### config.mk
export PLATFORM = sky130hd
export DESIGN_NAME = tcce_ctrl
export DESIGN_NICKNAME = d
export VERILOG_FILES = /design/src/tcce_pkg.sv /design/src/tcce_ctrl.sv
export SDC_FILE = /design/constraint.sdc
export NUM_CORES = 1
export LEC_CHECK = 0
export ABC_AREA = 0
export BUFFER_PORTS_ARGS = -buffer_cell sky130_fd_sc_hd__buf_4
export CAP_MARGIN = 10
export CORE_ASPECT_RATIO = 0.6
export CORE_UTILIZATION = 27
export CTS_CLUSTER_DIAMETER = 40
export CTS_CLUSTER_SIZE = 28
export DETAILED_ROUTE_END_ITERATION = 8
export GPL_ROUTABILITY_DRIVEN = 0
export PLACE_DENSITY_LB_ADDON = 0.25
export SYNTH_ARGS = -nofsm -noshare
export SYNTH_HDL_FRONTEND = slang
export SYNTH_SLANG_ARGS = --single-unit
### constraint.sdc
create_clock -name aclk -period 4.07 [get_ports aclk]
set_input_delay 0.407 -clock aclk [delete_from_list [all_inputs] [get_ports aclk]]
set_output_delay 0.407 -clock aclk [all_outputs]
set_load 0.005 [all_outputs]
### src/tcce_pkg.sv
`default_nettype none
// ----------------------------------------------------------------------------
// tcce_pkg
// Shared widths, character codes, item kinds and the command and status
// structs between the console controller and its datapath.
// ----------------------------------------------------------------------------
package tcce_pkg;

    localparam int unsigned MAX_COLS_DEF = 80;
    localparam int unsigned MAX_ROWS_DEF = 25;

    localparam int unsigned COL_W     = 7;
    localparam int unsigned ROW_W     = 5;
    localparam int unsigned LIN_W     = COL_W + ROW_W;
    localparam int unsigned LINEAR_W  = 11;
    localparam int unsigned CELL_W    = 16;
    localparam int unsigned CHAR_W    = 8;
    localparam int unsigned COLOR_W   = 4;
    localparam int unsigned CFG_W     = 7;
    localparam int unsigned CFG_IDX_W = 1;
    localparam int unsigned KIND_W    = 3;
    localparam int unsigned TAB_W     = 2;

    localparam int unsigned SCREEN_COLS_RESET = 80;
    localparam int unsigned SCREEN_ROWS_RESET = 25;
    localparam int unsigned TAB_SPACES        = 4;

    localparam logic [CFG_IDX_W-1:0] REG_SCREEN_COLS = 1'd0;
    localparam logic [CFG_IDX_W-1:0] REG_SCREEN_ROWS = 1'd1;

    localparam logic ACT_PUT  = 1'b0;
    localparam logic ACT_READ = 1'b1;

    localparam logic [CHAR_W-1:0] CH_NUL   = 8'h00;
    localparam logic [CHAR_W-1:0] CH_BS    = 8'h08;
    localparam logic [CHAR_W-1:0] CH_TAB   = 8'h09;
    localparam logic [CHAR_W-1:0] CH_LF    = 8'h0A;
    localparam logic [CHAR_W-1:0] CH_CR    = 8'h0D;
    localparam logic [CHAR_W-1:0] CH_SPACE = 8'h20;

    localparam logic [CELL_W-1:0] BLANK_CELL = 16'h0720;

    localparam logic [KIND_W-1:0] KIND_READ = 3'd0;
    localparam logic [KIND_W-1:0] KIND_NUL  = 3'd1;
    localparam logic [KIND_W-1:0] KIND_TAB  = 3'd2;
    localparam logic [KIND_W-1:0] KIND_LF   = 3'd3;
    localparam logic [KIND_W-1:0] KIND_CR   = 3'd4;
    localparam logic [KIND_W-1:0] KIND_BS   = 3'd5;
    localparam logic [KIND_W-1:0] KIND_CHAR = 3'd6;

    typedef struct packed {
        logic load_item;
        logic clear_wr;
        logic cap_cell;
        logic col_zero;
        logic row_inc;
        logic back_step;
        logic write_cell;
        logic advance;
        logic scroll_start;
        logic scroll_rd;
        logic scroll_wr;
        logic out_load;
    } tcce_cmd_t;

    typedef struct packed {
        logic [KIND_W-1:0] kind;
        logic              rd_ok;
        logic              last_col;
        logic              last_row;
        logic              clr_last;
        logic              scr_last;
        logic              out_free;
    } tcce_status_t;

endpackage
`default_nettype wire

### src/tcce_ctrl.sv
`default_nettype none
// ----------------------------------------------------------------------------
// tcce_ctrl
// Sequencer of the text console: clearing pass, item decode, cell writes,
// tab expansion, scroll sweep and hand-off to the output word register.
// ----------------------------------------------------------------------------
module tcce_ctrl (
    input  wire logic                   aclk,
    input  wire logic                   aresetn,
    input  wire logic                   s_valid,
    output logic                        s_ready,
    input  wire tcce_pkg::tcce_status_t status,
    output tcce_pkg::tcce_cmd_t         cmd
);
    import tcce_pkg::*;

    localparam logic [3:0] S_CLEAR  = 4'd0;
    localparam logic [3:0] S_IDLE   = 4'd1;
    localparam logic [3:0] S_EXEC   = 4'd2;
    localparam logic [3:0] S_RDWAIT = 4'd3;
    localparam logic [3:0] S_PUT    = 4'd4;
    localparam logic [3:0] S_BLANK  = 4'd5;
    localparam logic [3:0] S_SCRRD  = 4'd6;
    localparam logic [3:0] S_SCRWR  = 4'd7;
    localparam logic [3:0] S_DONE   = 4'd8;

    logic [3:0]       state_reg;
    logic [3:0]       state_next;
    logic [TAB_W-1:0] tab_reg;
    logic [TAB_W-1:0] tab_next;

    always_ff @(posedge aclk) begin
        if (!aresetn) begin
            state_reg <= S_CLEAR;
            tab_reg   <= '0;
        end else begin
            state_reg <= state_next;
            tab_reg   <= tab_next;
        end
    end

    always_comb begin
        state_next = state_reg;
        tab_next   = tab_reg;
        cmd        = '0;
        s_ready    = 1'b0;
        unique case (state_reg)
            S_CLEAR: begin
                cmd.clear_wr = 1'b1;
                if (status.clr_last) begin
                    state_next = S_IDLE;
                end
            end
            S_IDLE: begin
                s_ready = 1'b1;
                if (s_valid) begin
                    cmd.load_item = 1'b1;
                    state_next    = S_EXEC;
                end
            end
            S_EXEC: begin
                unique case (status.kind)
                    KIND_READ: begin
                        state_next = status.rd_ok ? S_RDWAIT : S_DONE;
                    end
                    KIND_NUL: begin
                        state_next = S_DONE;
                    end
                    KIND_CR: begin
                        cmd.col_zero = 1'b1;
                        state_next   = S_DONE;
                    end
                    KIND_LF: begin
                        cmd.row_inc = 1'b1;
                        if (status.last_row) begin
                            cmd.scroll_start = 1'b1;
                            state_next       = S_SCRRD;
                        end else begin
                            state_next = S_DONE;
                        end
                    end
                    KIND_BS: begin
                        cmd.back_step = 1'b1;
                        state_next    = S_BLANK;
                    end
                    KIND_TAB: begin
                        tab_next   = TAB_W'(TAB_SPACES - 1);
                        state_next = S_PUT;
                    end
                    default: begin
                        state_next = S_PUT;
                    end
                endcase
            end
            S_RDWAIT: begin
                cmd.cap_cell = 1'b1;
                state_next   = S_DONE;
            end
            S_PUT: begin
                cmd.write_cell = 1'b1;
                cmd.advance    = 1'b1;
                // wrap off the bottom right corner scrolls before the next space
                if (status.last_col && status.last_row) begin
                    cmd.scroll_start = 1'b1;
                    state_next       = S_SCRRD;
                end else if (tab_reg != '0) begin
                    tab_next = tab_reg - TAB_W'(1);
                end else begin
                    state_next = S_DONE;
                end
            end
            S_BLANK: begin
                cmd.write_cell = 1'b1;
                state_next     = S_DONE;
            end
            S_SCRRD: begin
                cmd.scroll_rd = 1'b1;
                state_next    = S_SCRWR;
            end
            S_SCRWR: begin
                cmd.scroll_wr = 1'b1;
                if (status.scr_last) begin
                    if (tab_reg != '0) begin
                        tab_next   = tab_reg - TAB_W'(1);
                        state_next = S_PUT;
                    end else begin
                        state_next = S_DONE;
                    end
                end else begin
                    state_next = S_SCRRD;
                end
            end
            S_DONE: begin
                if (status.out_free) begin
                    cmd.out_load = 1'b1;
                    state_next   = S_IDLE;
                end
            end
            default: begin
                state_next = S_IDLE;
            end
        endcase
    end

`ifndef SYNTHESIS
    a_one_writer: assert property (@(posedge aclk) disable iff (!aresetn)
        $onehot0({cmd.clear_wr, cmd.scroll_wr, cmd.write_cell}))
        else $error("more than one cell write source in a cycle");
    a_accept_exec: assert property (@(posedge aclk) disable iff (!aresetn)
        (s_valid && s_ready) |=> (state_reg == S_EXEC))
        else $error("accepted word not decoded next cycle");
    a_tab_idle: assert property (@(posedge aclk) disable iff (!aresetn)
        (state_reg == S_IDLE) |-> (tab_reg == '0))
        else $error("tab spaces left over at idle");
`endif

endmodule
`default_nettype wire

==> results of run 1 <==
[worst paths after layout]
check | from | to | slack, ns | cells past startpoint
setup / recovery | state_reg[1]$_SDFFE_PN0P_ | cmd[3] | 1.78 | 4
hold / removal | aresetn | tab_reg[0]$_SDFFE_PN0P_ | 0.48 | 2
setup reg to reg | state_reg[0]$_SDFFE_PN0P_ | state_reg[3]$_SDFFE_PN0P_ | 2.12 | 5
hold reg to reg | tab_reg[1]$_SDFFE_PN0P_ | tab_reg[1]$_SDFFE_PN0P_ | 0.48 | 2
[metal layers]
| metal | share of wire | wire [um] |
|---|---|---|
| met1 | 0.49 | 907 |
| met2 | 0.41 | 762 |
| met3 | 0.096 | 180 |
| met4 | 0.0086 | 16 |
| met5 | 0 | 0 |
[synthesized netlist by cell type]
cell type,count
o211a_1,1
o32a_1,2
xnor2_1,1
nand4_1,1
o21ba_1,1
nor4_1,1
dfxtp_1,6
a32oi_1,1
buf_6,2
or4b_4,1
nand4b_1,2
nor2_1,4
a31oi_1,1
a211oi_1,2
or3_1,1
mux2i_1,2
and2_1,3
o211ai_1,2
nor3_2,1
a311oi_1,1
and4b_1,1
or4b_1,2
a311o_1,1
nand2_1,8
nand2b_1,3
ha_1,1
a21boi_1,1
nand3_1,2
inv_1,5
clkbuf_1,6
and3_4,1
nor2b_1,1
o31ai_1,1
nor3_1,2
nor3b_1,5
o21a_1,1
a21oi_1,4
a2111oi_2,1
o22a_1,1
nor4b_1,1
o21ai_0,2
a2bb2o_1,1
or3b_2,2
[power by group]
part | internal (mW) | total, mW | switching (mW) | leakage [nW]
Clock | 0.0635 | 0.0891 | 0.0256 | 0.0216
Combinational | 0.0205 | 0.0400 | 0.0195 | 0.296
Sequential | 0.0610 | 0.0669 | 0.00589 | 0.0487
Total | 0.145 | 0.196 | 0.0510 | 0.366
[area by class of cell]
cell class	count	area (um^2)
inverter	5	18.77
tap	30	37.54
clock buffer	3	41.29
fill	239	1374
multi-input combinational	70	505.5
sequential	6	120.1
timing repair buffer	24	180.2
[through the flow]
stage	utilization	worst slack, ns
finish	0.3967	1.779
global route	0.3967	1.702
CTS	0.3967	1.777
detailed placement	0.3786	2.016
global placement	0.3786	2.079
floorplan	-	2.247
[logic make-up (layout without fill, tap and decap cells)]
group,count (synthesis),count (layout),share of synthesized area
fa+ha+maj,1,1,0.01815
simple gates,42,42,0.3975
mux,2,2,0.02904
xor+xnor,1,1,0.01271
compound gates,24,24,0.2759
flops,6,6,0.1742
buf+inv,13,32,0.09256
==> summary.txt, run 1 <==
Status
  • Status: complete, no violations

Timing
  • Total negative slack: 0 ns
  • Slew Viols, Final: 0
  • Post-route minimum period: around 2.3 ns
  • Clock Skew: around 0.0041 ns
  • Fmax: roughly 440 MHz
  • Final period util: 0.5630
  • Max-slew headroom: 0.6346
  • Slew @ Worst Pin: 0.5474 ns
  • Final Hold Viols: 0
  • WHS: 0.4756 ns
  • Endpoints failing setup: 0
  • RSZ-0062 raised after global routing: false

Place
  • Post-Place Cells: between 100 and 150
  • Dpl cell area: 862.1 um^2
  • DPL Wire Length: between 1000 and 1500 um
  • Port Buffers: 24

Logic synthesis
  • Top-area cell type share of the netlist area: 0.1742
  • Synthesized area per cell: about 7.7 um^2
  • Syn nets: 102
  • Part of the Yosys area used for sequential elements: 0.1742
  • Register bit count reported by yosys: 6
  • Synth Instances: 89
  • Syn. warnings: 0
  • Count of cell types in the netlist: 43
  • Top post-synthesis cells by area: dfxtp_1, nor3b_1, nand2_1, buf_6, clkbuf_1
  • Yosys top cell by area: dfxtp_1
  • Cell Area, Synth: 689.4 um^2

Pwr
  • P_leak: 0.3659 nW
  • Worst vdd ir: between 0.1 and 0.15 mV
  • Final Total Pwr: 196.0 uW
  • P per Cell Area: 216.9 mW/mm^2

Critical path
  • Crit end category: primary output
  • Crit path DAT: around 1.9 ns
  • CP bufs+invs: 1
  • CP top delay family: simple AND/OR/NAND/NOR gates
  • Critical path launch point type: register
  • Worst path required time: 3.66 ns
  • Kind of critical path: register to primary output
  • Slowest cell delay on critical path: 0.58 ns
  • Crit Path Max Fanout: 15
  • Critical path's slowest cell: dfxtp_1
  • Critical path cell sequence: or4b_4 > nor3_2 > a2bb2o_1 > buf_4

Global routing
  • Total congestion overflow: 0
  • Met3 Usage GRT: 0.06111
  • Overall Global Routing Usage: 0.1492
  • GRT met1 Usage: 0.1917
  • GRT Max-Usage Layer: met2
  • Largest net degree at the start of global routing: 18
  • First-pass GRT wire length: 2939 um
  • Routing usage on met2: 0.2350
  • Initial antenna violation count: 0
  • Vias in the first global route: 632

Flow run
  • Max-cap violations: 0

CTS
  • Resize count post-CTS: 0
  • Clock Tree Root: clkbuf_8
  • CTS tree: done
  • CTS Buf Count: 3
  • Post-CTS Setup Inserts: 0
  • CTS hold repair buffers: 0
  • Clock-pin slew on the worst setup and hold paths: 0.04 ns
  • Worst-Skew Late Latency: about 0.22 ns
  • Worst-case clock buffer depth: 2
  • CTS H-tree lvls: 1
  • Sink Count: 6

Detailed routing
  • Vias post-DR: about 760
  • Drt drc: 0
  • Avg WL per Cell: 13.52 um
  • Initial DRC Count: 51
  • Drt pass-1 iters: 4
  • Final WL: approximately 1900 um
  • Vias per Instance: about 5.5
  • Antenna Nets Post-Route: 0

Finish
  • Most common cell after layout, fill and taps aside: buf_4
  • Nets: 123
  • Diode count: 0
  • Design area: around 900 um^2
  • Commonest cells after routing, fill and taps aside: buf_4, nand2_1, dfxtp_1
  • Final Instance Count excl. Fillers: between 100 and 150
  • Area grow syn2layout: 31.03%
  • Layout cells sized above 1: 0.3056
  • Largest register FFs: 4

Floorplanning
  • Row cnt: 13
  • Io pins: 25
  • Full die area: 0.002766 mm^2
  • Die X-Extent: 67.24 um
  • Initial core utilization: 0.3027
  • Core area: 0.002277 mm^2
  • DIE HEIGHT: slightly above 40 um

Worst hold path
  • HP Class: primary input to register
Power figures use the tool's default switching activity.
==> run 2, diff against run 1 <==
Clock period 4.07 ns to 1.9 ns, I/O delays scaled along.
==> run 2 against run 1 <==
Against the previous run: count of clock-buffer cells in the layout unchanged; clock power increased by 110%; sequential power increased by 110%; hold slack got worse by 0.22 ns; routed wire length increased by 5.5%; sequential cell count unchanged; power increased by 120%; critical path depth unchanged; register-to-register slack got worse by 2.0 ns; final area increased by 8.9%; utilization increased by 3.5 points; non-clock buffer count increased by 8; critical endpoint unchanged.
==> summary.txt, run 2 (same netlist as run 1, synthesis figures left out) <==
Timing
  • Post-route minimum period: 1.826 ns
  • Final Hold Viols: 0 (unchanged)
  • Fmax: ~550 MHz
  • WHS: 0.2514 ns (-0.2241 ns)
  • Slew @ Worst Pin: 0.3580 ns (-0.1893 ns)
  • RSZ-0062 raised after global routing: false
  • Final period util: 0.9608
  • Final WS setup: 0.07450 ns (-1.704 ns)
  • Max-slew headroom: 0.7608 (+0.1262)
  • Total negative slack: 0 ns (unchanged)
  • Slew Viols, Final: 0 (unchanged)
  • Endpoints failing setup: 0 (unchanged)
  • Clock Skew: 0.002723 ns (-0.001426 ns)

Critical path
  • Critical path launch point type: register
  • Crit Path Max Fanout: 7 (-8)
  • Critical path cell sequence: or4b_4 > nor3_4 > a2bb2o_1 > buf_4
  • Reg-to-reg slack, setup: 0.17 ns (-1.95 ns)
  • Reg2reg end: tab_reg[0]$_SDFFE_PN0P_
  • Critical Path Start: state_reg[3]$_SDFFE_PN0P_
  • Reg2reg start: state_reg[0]$_SDFFE_PN0P_
  • Worst path required time: 1.71 ns (-1.95 ns)
  • Crit path DAT: 1.64 ns (-0.24 ns)
  • Kind of critical path: register to primary output
  • Slowest cell delay on critical path: 0.62 ns (+0.04 ns)
  • Critical path's slowest cell: or4b_4
  • R2R depth: 4 (-1)
  • Crit end category: primary output

Worst hold path
  • HP Class: primary input to register
  • Worst Min Path Start: aresetn
  • Hold EP: state_reg[1]$_SDFFE_PN0P_
  • Hold Crit Depth: 3 (+1)

Detailed routing
  • Vias post-DR: 785 (+3.6%)
  • Initial DRC Count: 65 (+27%)
  • Final WL: 1968 um (+5.5%)
  • Antenna Nets Post-Route: 0 (unchanged)
  • Vias per Instance: 5.377 (-2.1%)
  • Avg WL per Cell: 13.48 um (-0.31%)
  • Drt pass-1 iters: 4 (unchanged)
  • Drt drc: 0 (unchanged)

Pwr
  • Worst vdd ir: 0.2777 mV (+170%)
  • P_leak: 0.4162 nW (+14%)
  • Psw: 110.0 uW (+120%)
  • Clk pwr share: 0.436 (-0.019)
  • Final Total Pwr: 429.8 uW (+120%)
  • Comb pwr share: 0.244 (+0.040)
  • Seq pwr share: 0.320 (-0.021)
  • P per Cell Area: 437.0 mW/mm^2 (+100%)
  • Pint: 319.8 uW (+120%)
  • Net Sw Frac: 0.2559 (-0.004054)

Place
  • Dpl ws: 0.1511 ns (-1.865 ns)
  • Port Buffers: 24 (unchanged)
  • DPL Wire Length: 1601 um (+15%)

CTS
  • Worst-case clock buffer depth: 2 (unchanged)
  • Clock Tree Root: clkbuf_8
  • Clock-pin slew on the worst setup and hold paths: 0.03 ns (about the same)
  • CTS H-tree lvls: 1 (unchanged)
  • CTS hold repair buffers: 0 (unchanged)
  • CTS tree: done
  • Sink Count: 6 (unchanged)
  • Post-CTS Setup Inserts: 0 (unchanged)
  • CTS Buf Count: 3 (unchanged)
  • Worst-Skew Late Latency: 0.22 ns (about the same)
  • Resize count post-CTS: 0 (unchanged)

Global routing
  • Initial antenna violation count: 0 (unchanged)
  • Overall Global Routing Usage: 0.1671 (+0.01788)
  • First-pass GRT wire length: 3325 um (+13%)
  • Total congestion overflow: 0 (unchanged)
  • Largest net degree at the start of global routing: 14 (-4)
  • Vias in the first global route: 668 (+5.7%)

Floorplanning
  • Die X-Extent: 67.24 um (unchanged)
  • Core area: 0.002277 mm^2 (unchanged)
  • Io pins: 25 (unchanged)
  • Full die area: 0.002766 mm^2 (unchanged)
  • Row cnt: 13 (unchanged)
  • Initial core utilization: 0.3027 (unchanged)
  • DIE HEIGHT: 41.14 um (unchanged)

Finish
  • Largest register FFs: 4 (unchanged)
  • Most common cell after layout, fill and taps aside: buf_4
  • Commonest cells after routing, fill and taps aside: buf_4, nand2_1, inv_1
  • Area grow syn2layout: 42.65%
  • Diode count: 0 (unchanged)
  • Layout cells sized above 1: 0.3879 (+0.08238)
  • Fin util: 0.4319 (+0.03517)
  • Nets: 131 (+6.5%)
  • Number of fill cells in the layout: 253 (+5.9%)

Flow run
  • Max-cap violations: 0 (unchanged)

Status
  • Status: complete, no violations
[run 2: cell types whose count changed in the layout (fill, tap and decap cells not counted)]
cell | previous run | this run
nor3_4 | 0 | 1
dfxtp_1 | 6 | 4
buf_4 | 24 | 32
nor4b_1 | 1 | 0
nor4b_2 | 0 | 1
dfxtp_2 | 0 | 2
nor3_2 | 1 | 0
nor3b_1 | 5 | 4
nor3b_2 | 0 | 1
[run 2: per-layer routing]
layer,vias up,global-route usage,wire length [um]
met1,363,0.2508,1107
met3,2,0.01944,122
met2,23,0.2450,723
met4,0,0.04787,14
met5,-,0,0
li1,397,-,-
[run 2: layout make-up]
| type | instances | area (um^2) | area share |
|---|---|---|---|
| multi-input combinational | 70 | 523.0 | 0.5318 |
| timing repair buffer | 32 | 240.2 | 0.2443 |
| sequential | 6 | 122.6 | 0.1247 |
| clock buffer | 3 | 41.29 | 0.04198 |
| tap | 30 | 37.54 | 0.03817 |
| inverter | 5 | 18.77 | 0.01908 |
[run 2: critical path, delay by kind of cell (launching register included)]
family | cells | cell delay (ns)
AND/OR/NAND/NOR | 2 | 0.82
flip-flops | 1 | 0.32
AO/OA/AOI/OAI | 1 | 0.17
buffers and inverters | 1 | 0.11
[run 2: power by group through the flow]
| stage | registers, mW | clock network, mW | logic [mW] |
|---|---|---|---|
| final | 0.138 | 0.187 | 0.105 |
| after global routing | 0.138 | 0.200 | 0.118 |
| after CTS | 0.136 | 0.196 | 0.103 |
| after detailed placement | 0.138 | 0 | 0.103 |
| after global placement | 0.138 | 0 | 0.102 |
| after floorplan | 0.134 | 0 | 0.0584 |
[run 2: per-stage QoR]
| step | cell area, um^2 | cells |
|---|---|---|
| 6_report | 983.4 | 146 |
| 5_1_grt | 983.4 | 146 |
| 4_1_cts | 963.4 | 146 |
| 3_5_place_dp | 922.1 | 143 |
| 3_3_place_gp | 922.1 | 143 |
| 2_1_floorplan | 689.4 | 89 |
[run 2: how the worst max path moves through the flow]
stage,cells past startpoint,slack [ns],endpoint
4_1_cts,4,0.02,cmd[3]
3_3_place_gp,4,0.17,tab_reg[0]$_SDFFE_PN0P_
6_report,4,0.07,cmd[3]
5_1_grt,4,0.02,cmd[3]
2_1_floorplan,6,0.19,tab_reg[0]$_SDFFE_PN0P_
3_5_place_dp,4,0.15,tab_reg[0]$_SDFFE_PN0P_
